## src/hdl/bbc_ram.sv

```systemverilog
// Simple dual-port synchronous RAM, one write and one registered read port.
`timescale 1ns / 1ps
module bbc_ram #(
   parameter int WIDTH = 8,
   parameter int DEPTH = 256
) (
   input  logic                     clock,
   input  logic                     we,
   input  logic [$clog2(DEPTH)-1:0] waddr,
   input  logic [WIDTH-1:0]         wdata,
   input  logic [$clog2(DEPTH)-1:0] raddr,
   output logic [WIDTH-1:0]         rdata
);
   logic [WIDTH-1:0] mem [DEPTH];

   always_ff @(posedge clock) begin
      if (we) begin
         mem[waddr] <= wdata;
      end
      rdata <= mem[raddr];
   end
endmodule

```

## config.mk

```make
export PLATFORM = sky130hd
export DESIGN_NAME = bbc_ram
export DESIGN_NICKNAME = d
export VERILOG_FILES = /design/src/hdl/bbc_ram.sv
export SDC_FILE = /design/constraint.sdc
export NUM_CORES = 2
export LEC_CHECK = 0
export BUFFER_PORTS_ARGS = -buffer_cell sky130_fd_sc_hd__buf_4
export CORE_ASPECT_RATIO = 0.6
export CORE_MARGIN = 4
export CORE_UTILIZATION = 26
export CTS_CLUSTER_SIZE = 25
export DETAILED_ROUTE_END_ITERATION = 12
export PLACE_DENSITY = 0.43
export SKIP_LAST_GASP = 1
export SLEW_MARGIN = 25
export SYNTH_ARGS = -nofsm -noshare
export SYNTH_HDL_FRONTEND = slang
export SYNTH_SLANG_ARGS = --single-unit
```

## constraint.sdc

```tcl
create_clock -name clock -period 4.5 [get_ports clock]
set_input_delay 0.45 -clock clock [delete_from_list [all_inputs] [get_ports clock]]
set_output_delay 0.45 -clock clock [all_outputs]
set_load 0.005 [all_outputs]
```

==> impl_metrics.toml <==
[outcome]
status = "finished, final reports clean"

[timing]
hold_viol = 0
fin_crit_sh_pct = 79.37
fin_tns_setup_ps = 0
skew_ps = 55.60
grt_setup_unrepaired = "no"
drv_slew = 0
setup_viol_count_final = 0
min_period_ps = 3572
worst_pin_slew_ps = 1088
hold_ws_ps = 38.22
max-slew-margin-rel_pct = 26.81
max_freq_ghz = 0.2800

[critical_path]
endpoint_kind = "flop"
r2r_cells = 7
cp-start-kind = "primary input"
critPathRequiredTime_ps = 5210
crit_fanout = 64
path_class = "in2reg"
critical_path_arrival_ps = 4280

[yosys]
yosysSeqAreaShare_pct = 77.50
synth_cell_types = 55
yosysMostFrequentCell = "edfxtp_1"
synth_nets = 3759
syn_avg_cell_area_um2 = 21.31
synthTopCellsByArea = "edfxtp_1, mux4_2, mux2i_1, nor2_1, a22oi_1"
async_flop_share_pct = 0
yosysWarnings = 0
yosysTopAreaCellShare_pct = 77.30
synthFlopType = "edfxtp_1"
syn_area_mm2 = 0.07956
netlist_instances = 3733
netlist_top_cells_count = "edfxtp_1, mux4_2, nor2_1"
synth_edf_count = 2048
synth_area_leader_cell = "edfxtp_1"
ys_ff_latch = 2056

[power]
switchingPower_w = 0.008736
pwr-share-seq_pct = 53.5
cellLeakagePower_nw = 27.76
p_int_w = 0.03080
peakVddDrop_mv = 0.2532
power_density_mw_per_mm2 = 430.1
p_comb_share_pct = 5.4
p_sw_share_pct = 22.10
clock_power_share_pct = 41.1

[die]
fp.dieH_um = 436.5
fp-row-count = 156
io_pins = 34
die-area_mm2 = 0.3152
die_x_um = 722.1
coreArea_mm2 = 0.3029
initial_utilization_pct = 26.26

[final_layout]
instances_no_fill = 8150
fill_cells = 29300
areaGrowthSynthToFinish_pct = 15.54
nets = 4001
finish.utilization_pct = 30.34
fin_area_mm2 = 0.09192
drive_above_1_share_pct = 25.27

[hold_path]
hp-class = "in2reg"
worstHoldPathCells = 1

[placed_design]
gp_congestion = 0.8104
port_buffers = 33
hpwl_mm = 154.5
placed_area_mm2 = 0.08585
placed_cells = 7808

[clock_network]
worstSkewPairLatency_ps = 860
clk_pin_slew_ps = 60
numCtsBuffers = 194
post_cts_buffers = 0
root_buffer = "clkbuf_16"
h-tree-depth = 4
cts_sinks = 2056
cts_hold_repair.buffers = 0
cts_max_path_buffers = 4
post_cts_resized = 0
tritoncts = "built"

[detailed_routing]
wirelength_mm = 240.0
drt_iter0_drc = 4797
drc_errors = 0
wl_per_cell_um = 29.45
viasPerCell = 4.865
ant_nets = 0
vias = 39650
dr.pass1.iters = 5

[global_routing]
met2_usage_pct = 19.48
grt_usage_pct = 14.92
met1_usage_pct = 24.85
antenna_found_initial = 18
overflow = 0
grt_max_degree = 131
grt_pass1_wl_mm = 332.2
grt_pass1_vias = 38860
grt_use_met3_pct = 3.312
top_usage_layer = "met1"

[job]
drv_cap = 0
## power by group through the flow
stage          sequential [W]  clock [W]  combinational, W
6_report               0.0211     0.0163           0.00213
2_1_floorplan          0.0215          0           0.00103
3_3_place_gp           0.0216          0           0.00213
4_1_cts                0.0211     0.0166           0.00215
3_5_place_dp           0.0216          0           0.00215
5_1_grt                0.0211     0.0175           0.00225
## layout make-up
type	count	area [um2]	share of cell area, %
repair buffers	279	2561	2.786
clock inverters	93	847.1	0.9216
clock buffers	248	5182	5.638
flip-flops and latches	2056	61660	67.08
multi-input cells	1442	16620	18.08
diodes	1	2.502	0.002722
inverters	2	7.507	0.008167
well taps	4029	5041	5.484
## layer usage
| layer | part of all wire (%) | vias to the layer above |
|---|---|---|
| met2 | 39 | 1371 |
| met5 | 0 | - |
| li1 | - | 16180 |
| met4 | 1.5 | 0 |
| met3 | 7.7 | 246 |
| met1 | 51 | 21850 |
## stage by stage
step                      worst slack, ps  total power [W]
after global routing                899.3          0.04090
after global placement             -183.2          0.02370
after CTS                           991.5          0.03994
final                               928.2          0.03953
after floorplan                      2112          0.02256
after detailed placement            122.4          0.02372
## cell families (layout without fill, tap and decap cells)
logic type / after synthesis / after routing / synth area share, %
AO/OA/AOI/OAI: 385 / 385 / 3.419
buffers and inverters: 235 / 622 / 1.831
flip-flops: 2056 / 2056 / 77.50
multiplexers: 591 / 591 / 14.62
other: 0 / 1 / 0
AND/OR/NAND/NOR: 466 / 466 / 2.628
## state kept, by name, summed over array words and instances, names as in the netlist
register / count
rdata: 8
mem: 2048
## critical path, stage by stage
cell	delay, ps
buf_8	550
buf_12	330
buf_4	340
mux4_2	360
a22o_1	250
a221oi_1	300
o221ai_1	350
a211oi_1	880
buf_4	310
nor4_1	60
## final timing paths
| check | end | slack, ps | start |
|---|---|---|---|
| max | rdata[5] | 930 | raddr[1] |
| max reg2reg | rdata[5] | 1370 | mem[27][5] |
| min reg2reg | rdata[7] | 1030 | mem[102][7] |
| min | mem[61][3] | 40 | wdata[3] |
## cells in the final DEF, fill, tap and decap left out, types with 6 or more instances in the layout
cell,instances
clkinv_2,22
a21oi_1,94
o21ai_0,10
o211ai_1,10
edfxtp_1,2048
nor2_2,16
nand3_2,7
a211oi_1,15
mux4_2,454
nand2_1,31
buf_8,10
mux2i_1,134
nor3_1,21
nor2_1,263
clkbuf_16,198
bufinv_16,15
dfxtp_1,8
nand4_1,10
a221oi_1,13
nor4_1,21
clkinv_1,42
a22o_1,8
clkbuf_1,46
buf_4,237
nor2b_1,28
buf_12,31
a22oi_1,133
o22ai_1,28
o221ai_1,46
nand2b_1,8
nor4_2,6
nand3_1,27
(Power assumes the default switching activity.)
