**src/hdl/bbc_pkg.sv**
```systemverilog
// Shared types and codes for the block buffer cache allocator.
`timescale 1ns / 1ps
package bbc_pkg;

   localparam logic [1:0] CMD_GET        = 2'd0;
   localparam logic [1:0] CMD_RELEASE    = 2'd1;
   localparam logic [1:0] CMD_SET_FLAGS  = 2'd2;
   localparam logic [1:0] CMD_INVALIDATE = 2'd3;

   localparam logic [2:0] ST_HIT          = 3'd0;
   localparam logic [2:0] ST_ALLOCATED    = 3'd1;
   localparam logic [2:0] ST_NONE_FREE    = 3'd2;
   localparam logic [2:0] ST_VICTIM_DIRTY = 3'd3;
   localparam logic [2:0] ST_VICTIM_LOCK  = 3'd4;
   localparam logic [2:0] ST_DONE         = 3'd5;
   localparam logic [2:0] ST_REL_ERROR    = 3'd6;

   localparam logic [7:0] COUNT_MAX = 8'hFF;
   localparam logic [8:0] BUFFERS_USED_RESET = 9'd256;

   typedef struct packed {
      logic [15:0] device;
      logic [15:0] block;
      logic [7:0]  count;
      logic        dirty;
      logic        locked;
      logic        valid;
   } entry_type;

   typedef struct packed {
      logic [2:0] status;
      logic [7:0] index;
      logic       valid;
      logic [7:0] count;
   } result_type;

endpackage

```
**src/hdl/bbc_ctrl.sv**
```systemverilog
// Command sequencer: lookup, victim scan, ring update, release, flags, invalidate.
`timescale 1ns / 1ps
module bbc_ctrl #(
   parameter int NUM_ENTRIES = 256
) (
   input  logic                           clock,
   input  logic                           reset,
   input  logic                           req_tvalid,
   output logic                           req_tready,
   input  logic [1:0]                     req_command,
   input  logic [15:0]                    req_device,
   input  logic [15:0]                    req_block,
   input  logic [7:0]                     req_index,
   input  logic [2:0]                     req_flags,
   input  logic                           csr_valid,
   input  logic [8:0]                     csr_data,
   output logic                           rsp_tvalid,
   input  logic                           rsp_tready,
   output bbc_pkg::result_type            rsp_result,
   output logic [$clog2(NUM_ENTRIES)-1:0] raddr,
   output logic                           ent_we,
   output logic [$clog2(NUM_ENTRIES)-1:0] ent_waddr,
   output bbc_pkg::entry_type             ent_wdata,
   input  bbc_pkg::entry_type             ent_rdata,
   output logic                           nxt_we,
   output logic [$clog2(NUM_ENTRIES)-1:0] nxt_waddr,
   output logic [$clog2(NUM_ENTRIES)-1:0] nxt_wdata,
   input  logic [$clog2(NUM_ENTRIES)-1:0] nxt_rdata,
   output logic                           prv_we,
   output logic [$clog2(NUM_ENTRIES)-1:0] prv_waddr,
   output logic [$clog2(NUM_ENTRIES)-1:0] prv_wdata,
   input  logic [$clog2(NUM_ENTRIES)-1:0] prv_rdata
);
   localparam int IW = $clog2(NUM_ENTRIES);
   localparam int CW = $clog2(NUM_ENTRIES + 1);
   localparam logic [IW-1:0] LAST = IW'(NUM_ENTRIES - 1);
   localparam logic [CW-1:0] NUM_C = CW'(NUM_ENTRIES);

   localparam logic [3:0] S_CLR   = 4'd0;
   localparam logic [3:0] S_IDLE  = 4'd1;
   localparam logic [3:0] S_LOOK  = 4'd2;
   localparam logic [3:0] S_HIT   = 4'd3;
   localparam logic [3:0] S_VSCAN = 4'd4;
   localparam logic [3:0] S_VDONE = 4'd5;
   localparam logic [3:0] S_MV1   = 4'd6;
   localparam logic [3:0] S_MV2   = 4'd7;
   localparam logic [3:0] S_MV3   = 4'd8;
   localparam logic [3:0] S_MV4   = 4'd9;
   localparam logic [3:0] S_IDXOP = 4'd10;
   localparam logic [3:0] S_INV   = 4'd11;
   localparam logic [3:0] S_OUT   = 4'd12;

   logic [3:0]          state_ff, state_in;
   logic [8:0]          used_ff, used_in;
   logic [1:0]          cmd_ff, cmd_in;
   logic [15:0]         dev_ff, dev_in;
   logic [15:0]         blk_ff, blk_in;
   logic [7:0]          bidx_ff, bidx_in;
   logic [2:0]          flags_ff, flags_in;
   logic [CW-1:0]       cnt_ff, cnt_in;
   logic                pend_ff, pend_in;
   logic [IW-1:0]       tag_ff, tag_in;
   logic [CW-1:0]       steps_ff, steps_in;
   logic [IW-1:0]       cur_ff, cur_in;
   logic                found_ff, found_in;
   logic [IW-1:0]       best_ff, best_in;
   bbc_pkg::entry_type  bent_ff, bent_in;
   logic [IW-1:0]       bnx_ff, bnx_in;
   logic [IW-1:0]       bpv_ff, bpv_in;
   logic [IW-1:0]       head_ff, head_in;
   logic [IW-1:0]       mvh_ff, mvh_in;
   logic [IW-1:0]       mvp_ff, mvp_in;
   bbc_pkg::result_type res_ff, res_in;
   bbc_pkg::result_type out_ff, out_in;
   logic                oval_ff, oval_in;

   logic [CW-1:0] n_act;
   logic [15:0]   used_ext;
   logic          req_idx_ok;
   logic          hit;
   logic [1:0]    bad_cur, bad_best;
   logic          cand;

   always_comb begin
      used_ext = 16'(used_ff);
      if (used_ext == 16'd0) begin
         n_act = CW'(1);
      end else if (used_ext > 16'(NUM_ENTRIES)) begin
         n_act = NUM_C;
      end else begin
         n_act = CW'(used_ext);
      end
   end

   assign req_idx_ok = 16'(req_index) < 16'(n_act);
   assign hit = pend_ff && ent_rdata.device != 16'd0 && ent_rdata.device == dev_ff
                && ent_rdata.block == blk_ff;
   assign bad_cur  = {ent_rdata.dirty, ent_rdata.locked};
   assign bad_best = {bent_ff.dirty, bent_ff.locked};
   assign cand = (16'(cur_ff) < 16'(n_act)) && ent_rdata.count == 8'd0
                 && (!found_ff || bad_cur < bad_best);

   assign req_tready = state_ff == S_IDLE;
   assign rsp_tvalid = oval_ff;
   assign rsp_result = out_ff;

   always_comb begin
      state_in = state_ff;
      used_in  = csr_valid ? csr_data : used_ff;
      cmd_in   = cmd_ff;
      dev_in   = dev_ff;
      blk_in   = blk_ff;
      bidx_in  = bidx_ff;
      flags_in = flags_ff;
      cnt_in   = cnt_ff;
      pend_in  = pend_ff;
      tag_in   = tag_ff;
      steps_in = steps_ff;
      cur_in   = cur_ff;
      found_in = found_ff;
      best_in  = best_ff;
      bent_in  = bent_ff;
      bnx_in   = bnx_ff;
      bpv_in   = bpv_ff;
      head_in  = head_ff;
      mvh_in   = mvh_ff;
      mvp_in   = mvp_ff;
      res_in   = res_ff;
      out_in   = out_ff;
      oval_in  = oval_ff && !rsp_tready;
      raddr     = cnt_ff[IW-1:0];
      ent_we    = 1'b0;
      ent_waddr = best_ff;
      ent_wdata = bent_ff;
      nxt_we    = 1'b0;
      nxt_waddr = bpv_ff;
      nxt_wdata = bnx_ff;
      prv_we    = 1'b0;
      prv_waddr = bnx_ff;
      prv_wdata = bpv_ff;

      unique case (state_ff)
         S_CLR: begin
            ent_we    = 1'b1;
            ent_waddr = cnt_ff[IW-1:0];
            ent_wdata = '0;
            nxt_we    = 1'b1;
            nxt_waddr = cnt_ff[IW-1:0];
            nxt_wdata = (cnt_ff[IW-1:0] == LAST) ? '0 : cnt_ff[IW-1:0] + IW'(1);
            prv_we    = 1'b1;
            prv_waddr = cnt_ff[IW-1:0];
            prv_wdata = (cnt_ff[IW-1:0] == '0) ? LAST : cnt_ff[IW-1:0] - IW'(1);
            cnt_in    = cnt_ff + CW'(1);
            if (cnt_ff[IW-1:0] == LAST) begin
               state_in = S_IDLE;
            end
         end
         S_IDLE: begin
            raddr = IW'(req_index);
            if (req_tvalid) begin
               cmd_in   = req_command;
               dev_in   = req_device;
               blk_in   = req_block;
               bidx_in  = req_index;
               flags_in = req_flags;
               cnt_in   = '0;
               pend_in  = 1'b0;
               unique case (req_command)
                  bbc_pkg::CMD_GET:        state_in = S_LOOK;
                  bbc_pkg::CMD_INVALIDATE: state_in = S_INV;
                  default: begin
                     if (req_idx_ok) begin
                        state_in = S_IDXOP;
                     end else begin
                        res_in.status = (req_command == bbc_pkg::CMD_RELEASE)
                                        ? bbc_pkg::ST_REL_ERROR : bbc_pkg::ST_DONE;
                        res_in.index  = req_index;
                        res_in.valid  = 1'b0;
                        res_in.count  = 8'd0;
                        state_in = S_OUT;
                     end
                  end
               endcase
            end
         end
         S_LOOK: begin
            raddr = (cnt_ff < n_act) ? cnt_ff[IW-1:0] : head_ff;
            if (hit) begin
               best_in  = tag_ff;
               bent_in  = ent_rdata;
               state_in = S_HIT;
            end else if (cnt_ff < n_act) begin
               tag_in  = cnt_ff[IW-1:0];
               pend_in = 1'b1;
               cnt_in  = cnt_ff + CW'(1);
            end else begin
               pend_in = 1'b0;
               if (!pend_ff) begin
                  cur_in   = head_ff;
                  steps_in = '0;
                  found_in = 1'b0;
                  state_in = S_VSCAN;
               end
            end
         end
         S_HIT: begin
            ent_we = 1'b1;
            ent_wdata = bent_ff;
            if (bent_ff.count != bbc_pkg::COUNT_MAX) begin
               ent_wdata.count = bent_ff.count + 8'd1;
            end
            res_in.status = bbc_pkg::ST_HIT;
            res_in.index  = 8'(best_ff);
            res_in.valid  = bent_ff.valid;
            res_in.count  = ent_wdata.count;
            state_in = S_OUT;
         end
         S_VSCAN: begin
            raddr = nxt_rdata;
            if (cand) begin
               best_in  = cur_ff;
               bent_in  = ent_rdata;
               bnx_in   = nxt_rdata;
               bpv_in   = prv_rdata;
               found_in = 1'b1;
            end
            cur_in   = nxt_rdata;
            steps_in = steps_ff + CW'(1);
            if ((cand && bad_cur == 2'd0) || steps_ff == CW'(NUM_ENTRIES - 1)) begin
               state_in = S_VDONE;
            end
         end
         S_VDONE: begin
            res_in.index = 8'(best_ff);
            res_in.valid = bent_ff.valid;
            res_in.count = bent_ff.count;
            state_in = S_OUT;
            if (!found_ff) begin
               res_in = '0;
               res_in.status = bbc_pkg::ST_NONE_FREE;
            end else if (bent_ff.dirty) begin
               res_in.status = bbc_pkg::ST_VICTIM_DIRTY;
            end else if (bent_ff.locked) begin
               res_in.status = bbc_pkg::ST_VICTIM_LOCK;
            end else begin
               ent_we = 1'b1;
               ent_wdata.device = dev_ff;
               ent_wdata.block  = blk_ff;
               ent_wdata.count  = 8'd1;
               ent_wdata.dirty  = 1'b0;
               ent_wdata.locked = 1'b0;
               ent_wdata.valid  = 1'b0;
               state_in = S_MV1;
            end
         end
         S_MV1: begin
            nxt_we = 1'b1;
            prv_we = 1'b1;
            mvh_in  = (head_ff == best_ff) ? bnx_ff : head_ff;
            head_in = mvh_in;
            state_in = S_MV2;
         end
         S_MV2: begin
            raddr = mvh_ff;
            state_in = S_MV3;
         end
         S_MV3: begin
            nxt_we    = 1'b1;
            nxt_waddr = best_ff;
            nxt_wdata = mvh_ff;
            prv_we    = 1'b1;
            prv_waddr = best_ff;
            prv_wdata = prv_rdata;
            mvp_in    = prv_rdata;
            state_in  = S_MV4;
         end
         S_MV4: begin
            nxt_we    = 1'b1;
            nxt_waddr = mvp_ff;
            nxt_wdata = best_ff;
            prv_we    = 1'b1;
            prv_waddr = mvh_ff;
            prv_wdata = best_ff;
            res_in.status = bbc_pkg::ST_ALLOCATED;
            res_in.index  = 8'(best_ff);
            res_in.valid  = 1'b0;
            res_in.count  = 8'd1;
            state_in = S_OUT;
         end
         S_IDXOP: begin
            ent_waddr = IW'(bidx_ff);
            ent_wdata = ent_rdata;
            res_in.index = bidx_ff;
            res_in.valid = ent_rdata.valid;
            res_in.status = bbc_pkg::ST_DONE;
            if (cmd_ff == bbc_pkg::CMD_RELEASE) begin
               if (ent_rdata.count == 8'd0) begin
                  res_in.status = bbc_pkg::ST_REL_ERROR;
                  res_in.count  = 8'd0;
               end else begin
                  ent_we = 1'b1;
                  ent_wdata.count = ent_rdata.count - 8'd1;
                  res_in.count = ent_wdata.count;
               end
            end else begin
               ent_we = 1'b1;
               {ent_wdata.dirty, ent_wdata.locked, ent_wdata.valid} = flags_ff;
               res_in.valid = flags_ff[0];
               res_in.count = ent_rdata.count;
            end
            state_in = S_OUT;
         end
         S_INV: begin
            ent_waddr = tag_ff;
            ent_wdata = ent_rdata;
            ent_wdata.valid = 1'b0;
            ent_wdata.dirty = 1'b0;
            ent_we = pend_ff && ent_rdata.device == dev_ff;
            if (cnt_ff < n_act) begin
               tag_in  = cnt_ff[IW-1:0];
               pend_in = 1'b1;
               cnt_in  = cnt_ff + CW'(1);
            end else begin
               pend_in = 1'b0;
               if (!pend_ff) begin
                  res_in = '0;
                  res_in.status = bbc_pkg::ST_DONE;
                  state_in = S_OUT;
               end
            end
         end
         S_OUT: begin
            if (!oval_ff || rsp_tready) begin
               out_in   = res_ff;
               oval_in  = 1'b1;
               state_in = S_IDLE;
            end
         end
         default: state_in = S_IDLE;
      endcase
   end

   always_ff @(posedge clock) begin
      if (reset) begin
         state_ff <= S_CLR;
         used_ff  <= bbc_pkg::BUFFERS_USED_RESET;
         cnt_ff   <= '0;
         pend_ff  <= 1'b0;
         head_ff  <= '0;
         oval_ff  <= 1'b0;
         found_ff <= 1'b0;
      end else begin
         state_ff <= state_in;
         used_ff  <= used_in;
         cnt_ff   <= cnt_in;
         pend_ff  <= pend_in;
         head_ff  <= head_in;
         oval_ff  <= oval_in;
         found_ff <= found_in;
      end
   end

   always_ff @(posedge clock) begin
      cmd_ff   <= cmd_in;
      dev_ff   <= dev_in;
      blk_ff   <= blk_in;
      bidx_ff  <= bidx_in;
      flags_ff <= flags_in;
      tag_ff   <= tag_in;
      steps_ff <= steps_in;
      cur_ff   <= cur_in;
      best_ff  <= best_in;
      bent_ff  <= bent_in;
      bnx_ff   <= bnx_in;
      bpv_ff   <= bpv_in;
      mvh_ff   <= mvh_in;
      mvp_ff   <= mvp_in;
      res_ff   <= res_in;
      out_ff   <= out_in;
   end
endmodule

```
**config.mk**
```make
export PLATFORM = sky130hd
export DESIGN_NAME = bbc_ctrl
export DESIGN_NICKNAME = d
export VERILOG_FILES = /design/src/hdl/bbc_pkg.sv /design/src/hdl/bbc_ctrl.sv
export SDC_FILE = /design/constraint.sdc
export NUM_CORES = 1
export LEC_CHECK = 0
export BUFFER_PORTS_ARGS = -buffer_cell sky130_fd_sc_hd__buf_4
export CAP_MARGIN = 20
export CORE_UTILIZATION = 30
export CTS_BUF_LIST = sky130_fd_sc_hd__clkbuf_16
export DETAILED_ROUTE_END_ITERATION = 7
export GPL_TIMING_DRIVEN = 0
export SKIP_LAST_GASP = 1
export SLEW_MARGIN = 0
export SYNTH_ARGS = -nofsm -noshare
export SYNTH_HDL_FRONTEND = slang
export SYNTH_SLANG_ARGS = --single-unit
```
**constraint.sdc**
```tcl
create_clock -name clock -period 4.4 [get_ports clock]
set_input_delay 1.32 -clock clock [delete_from_list [all_inputs] [get_ports clock]]
set_output_delay 1.32 -clock clock [all_outputs]
set_load 0.005 [all_outputs]
```
==> impl_metrics.ini <==
[route]
viasPerCell = 5.41
wirelength_mm = 41.0
drc = 1
postRouteAntennaNets = 0
num_vias = 10200
wl_per_cell_um = 21.8
drtPass1Iterations = 8
drtIter0Drc = 1391

[layout]
area_growth_pct = 30.2
layoutNonFillerInstCount = 1880
final_cell_area_sq_um = 15400
fin_util_pct = 39.8
layout-drive-gt1-share_pct = 26.5
fill_cells = 3824
final_net_count = 1494

[setup_path]
path_buf_inv = 5
cp_slowest_cell = dfxtp_4
critPathKind = flip-flop to output port
arrival_ns = 3.03
critPathLaunchType = flip-flop
crit_family = buffers and inverters
ff2ff_setup_slack_ns = 1.16
end_kind = output port
max_stage_delay_ns = 0.36
path_max_fanout = 8
critPathRequiredTime_ns = 3.08
crit_chain = inv_4 > buf_8 > nand2_4 > ha_4 > nand4_1 > buf_4 > a21oi_2 > nor3b_4 > nor3b_2 > o31ai_4 > buf_12 > a221o_1 > buf_4
crit_top_cell = buf_4

[floorplan]
io_pins = 234
die_h_um = 201
die_w_um = 201
dieArea_sq_um = 40200
fp-row-count = 72
start_util_pct = 30.5
core_area_sq_um = 38700

[cts]
clock_path_buffers = 3
hold_buffers = 0
clk_latency_ns = 0.54
htreeDepth = 1
path_clk_slew_ns = 0.06
root_buffer = clkbuf_16
tritoncts = yes
clock-sinks = 226
numCtsBuffers = 25

[timing]
rsz0062_at_grt = yes
fin_crit_sh_pct = 98.9
whs_ns = 0.416
hold_violations = 0
setup_viol = 0
drv_slew = 0
setup_ws_ns = 0.0479
fmax_mhz = 230
worstMarginPinSlew_ns = 1.05
period_minus_slack_ns = 4.35
slew_headroom_pct = 29.8
fin_worst_skew_ns = 0.0155

[placed_design]
post-place-ws_ns = -0.407
place_hpwl_mm = 30.3
gp_congestion = 0.932
place_inst = 1820
port_buffers = 231
place_area_sq_um = 14300

[yosys]
synth_nets = 1222
synthesis.area_sq_um = 11800
synth_edf_count = 193
synth-seq-cells = 226
synth_top_area_cell = edfxtp_1
yosysTopAreaCellShare_pct = 49.0
synthCells = 1069
synthArstFlopShare_pct = 0
ys_seq_area_share_pct = 54.6
synth_area_leaders = edfxtp_1, dfxtp_1, nand2_1
synth.distinct_cells = 66
synthFlopType = edfxtp_1
yosysWarnings = 0
synth_area_per_cell_sq_um = 11.1

[global_route]
grt_pass1_vias = 9679
grt_pass1_wl_mm = 60.1
grt-busiest-layer = met2
track_usage_pct = 19.5
grt_max_degree = 52
use_met3_pct = 3.17
overflow = 0
grtUsageMet2_pct = 31.4
antenna_found_initial = 3
grt_use_met1_pct = 26.4

[job]
max_cap_viol_count = 0

[hold_path]
worst_hold_path_type = flip-flop to flip-flop

[power]
p_comb_share_pct = 7.2
ir_worst_vdd_mv = 0.202
seqPwrFrac_pct = 49.0
total_switching_power_mw = 1.06
p_per_area_nw_per_um2 = 309
clkPwrFrac_pct = 43.9
switching_share_pct = 22.4
power.leakage_nw = 6.20
p_int_mw = 3.69

[status]
violations = design-rule violations
run_status = finished with violations
## Yosys cell counts (10+ instances only)
cell,number
xnor2_1,49
nor4_1,14
a221o_1,15
nand4_1,19
a22oi_1,43
nor2b_1,10
and3_1,16
o21ai_0,32
nor3_1,16
nor2_1,65
a21oi_1,25
xor2_1,22
dfxtp_1,33
mux2i_1,18
inv_1,54
clkbuf_1,38
ha_1,35
nand3_1,27
nand2_1,156
a21o_1,11
edfxtp_1,193
a222oi_1,51
## cell families (layout without fill, tap and decap cells)
family | count (synthesis) | in the layout | synth area share, %
and+or+nand+nor | 372 | 372 | 15.2
DFF | 226 | 226 | 54.6
AOI/OAI and AO/OA | 224 | 225 | 14.7
muxes | 27 | 27 | 2.38
adders and majority gates | 35 | 35 | 3.70
other | 0 | 3 | 0
buffers and inverters | 114 | 403 | 4.16
xor gates and xnor gates | 71 | 71 | 5.26
## flip-flops by register name, indices dropped and copies added, names as in the netlist, 9 cells and up
name        count
bent_ff        41
steps_ff        9
res_ff         20
rsp_result     20
cnt_ff          9
used_ff         9
blk_ff         16
dev_ff         16
## per-layer routing
layer	up-vias	share of wire, %
met5	-	0
met4	0	3.3
met3	84	8.5
met2	534	47
met1	4924	41
li1	4620	-
## power groups by stage
stage / Sequential, mW / Clock, mW / Combinational (mW)
floorplan: 2.37 / 0 / 0.121
global placement: 2.37 / 0 / 0.311
detailed placement: 2.37 / 0 / 0.317
CTS: 2.33 / 2.11 / 0.327
global route: 2.33 / 2.19 / 0.363
finish: 2.33 / 2.09 / 0.340
## final cells by class
| cell class | count | area [sq um] | share of cell area, % |
|---|---|---|---|
| Antenna cell | 3 | 7.51 | 0.0487 |
| Buffer | 59 | 305 | 1.98 |
| Clock buffer | 25 | 626 | 4.06 |
| Clock inverter | 20 | 173 | 1.12 |
| Inverter | 54 | 205 | 1.33 |
| Multi-Input combinational cell | 730 | 5110 | 33.1 |
| Sequential cell | 226 | 6460 | 41.9 |
| Tap cell | 518 | 648 | 4.21 |
| Timing Repair Buffer | 245 | 1880 | 12.2 |
## repair_timing
item | 4_1_cts | 5_1_grt
buffers inserted | 5 | 7
pin swaps | 6 | 20
resized for setup | 17 | 37
gates cloned | 1 | 1
endpoints found under the setup margin | 59 | 68
## layout by cell type (no fill, tap or decap), types with 14 or more instances in the layout
| cell type | synthesis | routed |
|---|---|---|
| a21oi_1 | 25 | 23 |
| a221o_1 | 15 | 15 |
| a222oi_1 | 51 | 51 |
| a22oi_1 | 43 | 43 |
| and3_1 | 16 | 14 |
| buf_4 | 4 | 245 |
| clkbuf_1 | 38 | 34 |
| clkbuf_16 | 0 | 25 |
| dfxtp_1 | 33 | 31 |
| edfxtp_1 | 193 | 193 |
| ha_1 | 35 | 29 |
| inv_1 | 54 | 58 |
| mux2i_1 | 18 | 18 |
| nand2_1 | 156 | 147 |
| nand3_1 | 27 | 27 |
| nand4_1 | 19 | 19 |
| nor2_1 | 65 | 64 |
| o21ai_0 | 32 | 32 |
| xnor2_1 | 49 | 49 |
| xor2_1 | 22 | 22 |
## metrics by stage
stage	TNS [ns]	total power, mW
after floorplan	0	2.49
after global placement	-39.37	2.68
after detailed placement	-4.05	2.69
after CTS	0	4.76
after global routing	-0.216	4.88
final	0	4.75
## final timing paths
kind | startpoint | depth (start not counted) | to
worst max register to register | used_ff[8] | 10 | res_ff[17]
worst min-delay path | res_ff[14] | 0 | rsp_result[14]
worst max-delay path | used_ff[8] | 13 | raddr[5]
worst min register to register | res_ff[14] | 0 | rsp_result[14]
Power figures use the tool's default switching activity.
